===== config.mk =====
export PLATFORM = sky130hd
export DESIGN_NAME = tofh_ctrl
export DESIGN_NICKNAME = d
export VERILOG_FILES = /design/src/rtl/core/tofh_pkg.sv /design/src/rtl/core/tofh_ctrl.sv
export SDC_FILE = /design/constraint.sdc
export NUM_CORES = 1
export LEC_CHECK = 0
export BUFFER_PORTS_ARGS = -buffer_cell sky130_fd_sc_hd__buf_2
export CORE_ASPECT_RATIO = 1.25
export CORE_MARGIN = 2
export CORE_UTILIZATION = 28
export CTS_CLUSTER_DIAMETER = 40
export DETAILED_ROUTE_END_ITERATION = 12
export REMOVE_ABC_BUFFERS = 1
export SYNTH_ARGS = -nofsm -noshare
export SYNTH_HDL_FRONTEND = slang
export SYNTH_SLANG_ARGS = --single-unit

===== constraint.sdc =====
create_clock -name clk_i -period 3.6 [get_ports clk_i]
set_clock_uncertainty 0.15 [all_clocks]
set_input_delay 0 -clock clk_i [delete_from_list [all_inputs] [get_ports clk_i]]
set_output_delay 0 -clock clk_i [all_outputs]
set_load 0.03 [all_outputs]

===== src/rtl/core/tofh_pkg.sv =====
`default_nettype none

package tofh_pkg;

  localparam int unsigned CFG_W      = 9;
  localparam int unsigned WORD_W     = 32;
  localparam int unsigned OFFSET_LSB = 8;
  localparam int unsigned OFFSET_W   = 24;
  localparam int unsigned CNT_W      = 32;
  localparam int unsigned IDX_OUT_W  = 10;

  localparam logic [CFG_W-1:0] BIN_WIDTH_RST = 9'd1;

  typedef enum logic [1:0] {
    MODE_HIT   = 2'd0,
    MODE_READ  = 2'd1,
    MODE_CLEAR = 2'd2,
    MODE_NOP   = 2'd3
  } mode_e;

  typedef enum logic [2:0] {
    RES_HIT   = 3'd0,
    RES_DROP  = 3'd1,
    RES_READ  = 3'd2,
    RES_CLEAR = 3'd3,
    RES_NOP   = 3'd4
  } res_e;

  typedef struct packed {
    logic load_in;
    logic load_bw;
    logic div_start;
    logic mem_rd_hit;
    logic mem_rd_idx;
    logic mem_inc;
    logic clr_step;
    logic out_load;
    res_e res;
  } cmd_t;

  typedef struct packed {
    logic div_done;
    logic drop;
    logic clr_last;
    logic out_free;
  } sts_t;

endpackage

`default_nettype wire


===== src/rtl/core/tofh_ctrl.sv =====
`default_nettype none

module tofh_ctrl import tofh_pkg::*; (
  input  wire logic       clk_i,
  input  wire logic       rst_ni,
  input  wire logic       in_valid_i,
  input  wire logic [1:0] mode_i,
  input  wire sts_t       sts_i,
  output logic            in_stall_o,
  output cmd_t            cmd_o
);

  typedef enum logic [3:0] {
    S_INIT,
    S_IDLE,
    S_MUL,
    S_DIVS,
    S_DIVW,
    S_CHK,
    S_INC,
    S_RD,
    S_CLR,
    S_OUT
  } state_e;

  state_e state_q, state_d;
  res_e   res_q, res_d;
  mode_e  mode;
  cmd_t   cmd;

  assign mode = mode_e'(mode_i);

  always_comb begin
    state_d = state_q;
    res_d   = res_q;
    cmd     = '0;
    cmd.res = res_q;
    unique case (state_q)
      S_INIT: begin
        // clearing pass over the counter store after reset
        cmd.clr_step = 1'b1;
        if (sts_i.clr_last) begin
          state_d = S_IDLE;
        end
      end
      S_IDLE: begin
        if (in_valid_i) begin
          cmd.load_in = 1'b1;
          unique case (mode)
            MODE_HIT:   state_d = S_MUL;
            MODE_READ:  state_d = S_RD;
            MODE_CLEAR: state_d = S_CLR;
            MODE_NOP: begin
              res_d   = RES_NOP;
              state_d = S_OUT;
            end
          endcase
        end
      end
      S_MUL: begin
        cmd.load_bw = 1'b1;
        state_d     = S_DIVS;
      end
      S_DIVS: begin
        cmd.div_start = 1'b1;
        state_d       = S_DIVW;
      end
      S_DIVW: begin
        if (sts_i.div_done) begin
          state_d = S_CHK;
        end
      end
      S_CHK: begin
        if (sts_i.drop) begin
          res_d   = RES_DROP;
          state_d = S_OUT;
        end else begin
          cmd.mem_rd_hit = 1'b1;
          state_d        = S_INC;
        end
      end
      S_INC: begin
        cmd.mem_inc = 1'b1;
        res_d       = RES_HIT;
        state_d     = S_OUT;
      end
      S_RD: begin
        cmd.mem_rd_idx = 1'b1;
        res_d          = RES_READ;
        state_d        = S_OUT;
      end
      S_CLR: begin
        cmd.clr_step = 1'b1;
        if (sts_i.clr_last) begin
          res_d   = RES_CLEAR;
          state_d = S_OUT;
        end
      end
      S_OUT: begin
        if (sts_i.out_free) begin
          cmd.out_load = 1'b1;
          state_d      = S_IDLE;
        end
      end
      default: begin
        state_d = S_IDLE;
      end
    endcase
  end

  always_ff @(posedge clk_i or negedge rst_ni) begin
    if (!rst_ni) begin
      state_q <= S_INIT;
      res_q   <= RES_NOP;
    end else begin
      state_q <= state_d;
      res_q   <= res_d;
    end
  end

  assign in_stall_o = (state_q != S_IDLE);
  assign cmd_o      = cmd;

  // one item at a time: nothing more is taken right after an accept
  a_one_item: assert property (@(posedge clk_i) disable iff (!rst_ni)
    (in_valid_i && !in_stall_o) |=> in_stall_o)
    else $error("item accepted while previous one in flight");

  // the divider only finishes while the controller waits for it
  a_div_done: assert property (@(posedge clk_i) disable iff (!rst_ni)
    sts_i.div_done |-> (state_q == S_DIVW))
    else $error("divider done outside wait state");

  // counter write-back always follows its read in the previous cycle
  a_rmw_order: assert property (@(posedge clk_i) disable iff (!rst_ni)
    cmd.mem_inc |-> $past(cmd.mem_rd_hit))
    else $error("counter increment without preceding read");

endmodule

`default_nettype wire


==> impl_metrics.yaml <==
worst_setup_path:
  worstSetupPathType: "register to register"
  worstPathMaxFanout: 21
  reg2reg_to: "res_q[1]"
  r2r_slack_ns: 1.58
  endpoint_kind: "register"
  rr_startpoint: "state_q[0]"
  cp_data_arrival_time_ns: 2.00
  reg2reg_depth: 4
  critPathRequiredTime_ns: 3.59
  start_kind: "register"
synth:
  synth_top_area_share_pct: 22.86
  syn_area_per_cell_um2: 8.531
  ys_warn_count: 0
  synth_seq_area_share_pct: 26.86
  yosys_register_bits: 7
  synth.distinct_cells: 40
  yosysTopAreaCell: "dfrtp_1"
  netlist_area_um2: 656.9
  async_flop_share_pct: 100.0
  synthCells: 77
  yosys-top-cells-area: "dfrtp_1, nor2_1, mux2i_1, o32ai_4, dfstp_2"
  synth_edf_count: 0
  synthFlopType: "dfrtp_1"
floorplan:
  start_util_pct: 29.71
  die_area_um2: 2752
  rows: 19
  core_um2: 2211
  die_w_um: 47.32
  io_pins: 21
  die_h_um: 58.16
global_routing:
  grt_pass1_wl_um: 2691
  grt_max_degree: 22
  grt_pass1_vias: 621
  grt_util_all_layers_pct: 13.24
  overflow: 0
  antenna_found_initial: 0
final_layout:
  seq_area_um2: 176.4
  fin_nets: 109
  n_fill_cell: 232
  area_growth_pct: 25.52
  multiInputGateArea_um2: 427.9
  n_antenna_cell: 0
  drive_above_1_share_pct: 32.32
drt:
  dr_total_vias: 650
  drc_errors: 0
  drt-total-wl_um: 1570
  wl_per_cell_um: 12.08
  drt-initial-drc-count: 19
  first_pass_iters: 4
  avgViaCountPerCell: 5.000
  ant_nets: 0
timing:
  fin_crit_sh_pct: 56.03
  rsz0062_at_grt: "no"
  setup-tns-final_ns: 0
  hold_violations: 0
  clock.fmax_ghz: 0.4958
  slew-limit-headroom_pct: 60.05
  worst_pin_slew_ns: 0.5993
  worst_slack_ns: 1.583
  setup_viol: 0
  min_period_ns: 2.017
  slew_violations: 0
clocking:
  cts_made_buffers: 3
  htree_levels: 1
  cts.sinks: 7
  cts_tree: "built"
  clock_latency_ns: 0.25
  clk_pin_slew_ns: 0.06
  cts-root-buf: "clkbuf_4"
  postCtsSetupRepairBufs: 0
  clk_path_buf_depth: 2
pwr:
  total_leakage_power_uw: 0.0003749
  powerDensity_nw_per_um2: 965.9
  ir_drop_mv: 0.4722
  p_total_uw: 796.5
min_path:
  min_to: "state_q[0]"
  hp-start: "mode_i[0]"
  hp-class: "input pin to register"
  holdPathStages: 4
run_status:
  outcome: "finished clean"
placed_design:
  place_congestion: 0.7879
  io_buffers: 20
  dp_hpwl_um: 1168
  post-place-ws_ns: 1.572
flow_run:
  maxCapViolCount: 0
[worst max-delay path, cell delays in order (launching register included)]
cell and delay, ns:
dfrtp_1 0.72, or4b_4 0.58, o32ai_4 0.17, a221oi_2 0.08, o32a_2 0.21
[per-stage QoR]
step / hold slack (ns) / std cells / cell area (µm²) / utilization (%)
global route: 0.03128 / 130 / 824.5 / 37.29
floorplan: -0.4456 / 71 / 619.3 / -
global placement: -0.3132 / 122 / 758.2 / 34.30
detailed placement: -0.3126 / 122 / 758.2 / 34.30
CTS: 0.01110 / 130 / 824.5 / 37.29
finish: 0.03114 / 130 / 824.5 / 37.29
[registers in the layout (all words and copies together) (netlist names)]
| name | cells |
|---|---|
| state_q | 4 |
| res_q | 3 |
[timing repair]
item | in CTS | in global routing
endpoints found under the hold margin | 9 | 0
resized for setup | 0 | 0
hold buffers | 4 | 0
[cells in the final DEF (no fill, tap or decap), drive strengths merged, types with 4 or more instances in the layout]
master / Yosys / final
nor2: 9 / 9
nand2: 4 / 4
clkbuf: 1 / 4
a21oi: 4 / 4
nor3: 5 / 5
dfrtp: 6 / 6
inv: 4 / 4
dlygate4sd3: 0 / 4
nand2b: 4 / 4
buf: 5 / 20
[kinds of logic (layout without fill, tap and decap cells)]
kind of cell    count (synthesis)  count (layout)  share of synthesized area, %
buf+inv                        10              32                         7.998
xor+xnor                        1               1                         1.334
mux                             4               4                         6.286
flops                           7               7                         26.86
compound gates                 23              23                         30.29
simple gates                   32              32                         27.24
[routing by layer]
layer | wire length [µm] | share of wire, % | track usage, %
met1 | 710 | 45 | 17.76
met2 | 791 | 50 | 20.46
met3 | 68 | 4.3 | 0.9346
met4 | 0 | 0 | 7.143
met5 | 0 | 0 | 0
[Yosys cell counts, types with 2 or more instances]
| cell type | n |
|---|---|
| a21oi_1 | 4 |
| and2_1 | 2 |
| buf_2 | 3 |
| dfrtp_1 | 6 |
| inv_1 | 4 |
| mux2i_1 | 3 |
| nand2_1 | 4 |
| nand2b_1 | 4 |
| nor2_1 | 9 |
| nor3_1 | 4 |
| nor3b_1 | 2 |
| o21a_1 | 2 |
| o21ai_0 | 3 |
[layout make-up]
| cell class | instances | area share, % |
|---|---|---|
| clock buffers | 4 | 3.187 |
| inverters | 4 | 1.821 |
| multi-input cells | 60 | 51.90 |
| flip-flops and latches | 7 | 21.40 |
| well taps | 31 | 4.704 |
| repair buffers | 24 | 17.00 |
[power by group]
part	switching, µW	internal, µW	leakage [µW]	total (µW)
Combinational	297	222	0.000273	519
Clock	28.8	42.3	0.0000150	71.1
Sequential	91.5	115	0.0000869	206
Total	417	379	0.000375	796
[worst max path at each step]
stage | cells after the start | slack [ns] | end | start
6_report | 4 | 1.58 | res_q[1] | state_q[0]
5_1_grt | 3 | 1.38 | cmd_o[3] | state_q[0]
4_1_cts | 4 | 1.57 | res_q[1] | state_q[0]
3_5_place_dp | 4 | 1.57 | res_q[1] | state_q[0]
3_3_place_gp | 4 | 1.57 | res_q[1] | state_q[0]
2_1_floorplan | 2 | 1.51 | cmd_o[3] | state_q[0]
Power figures use the tool's default switching activity.
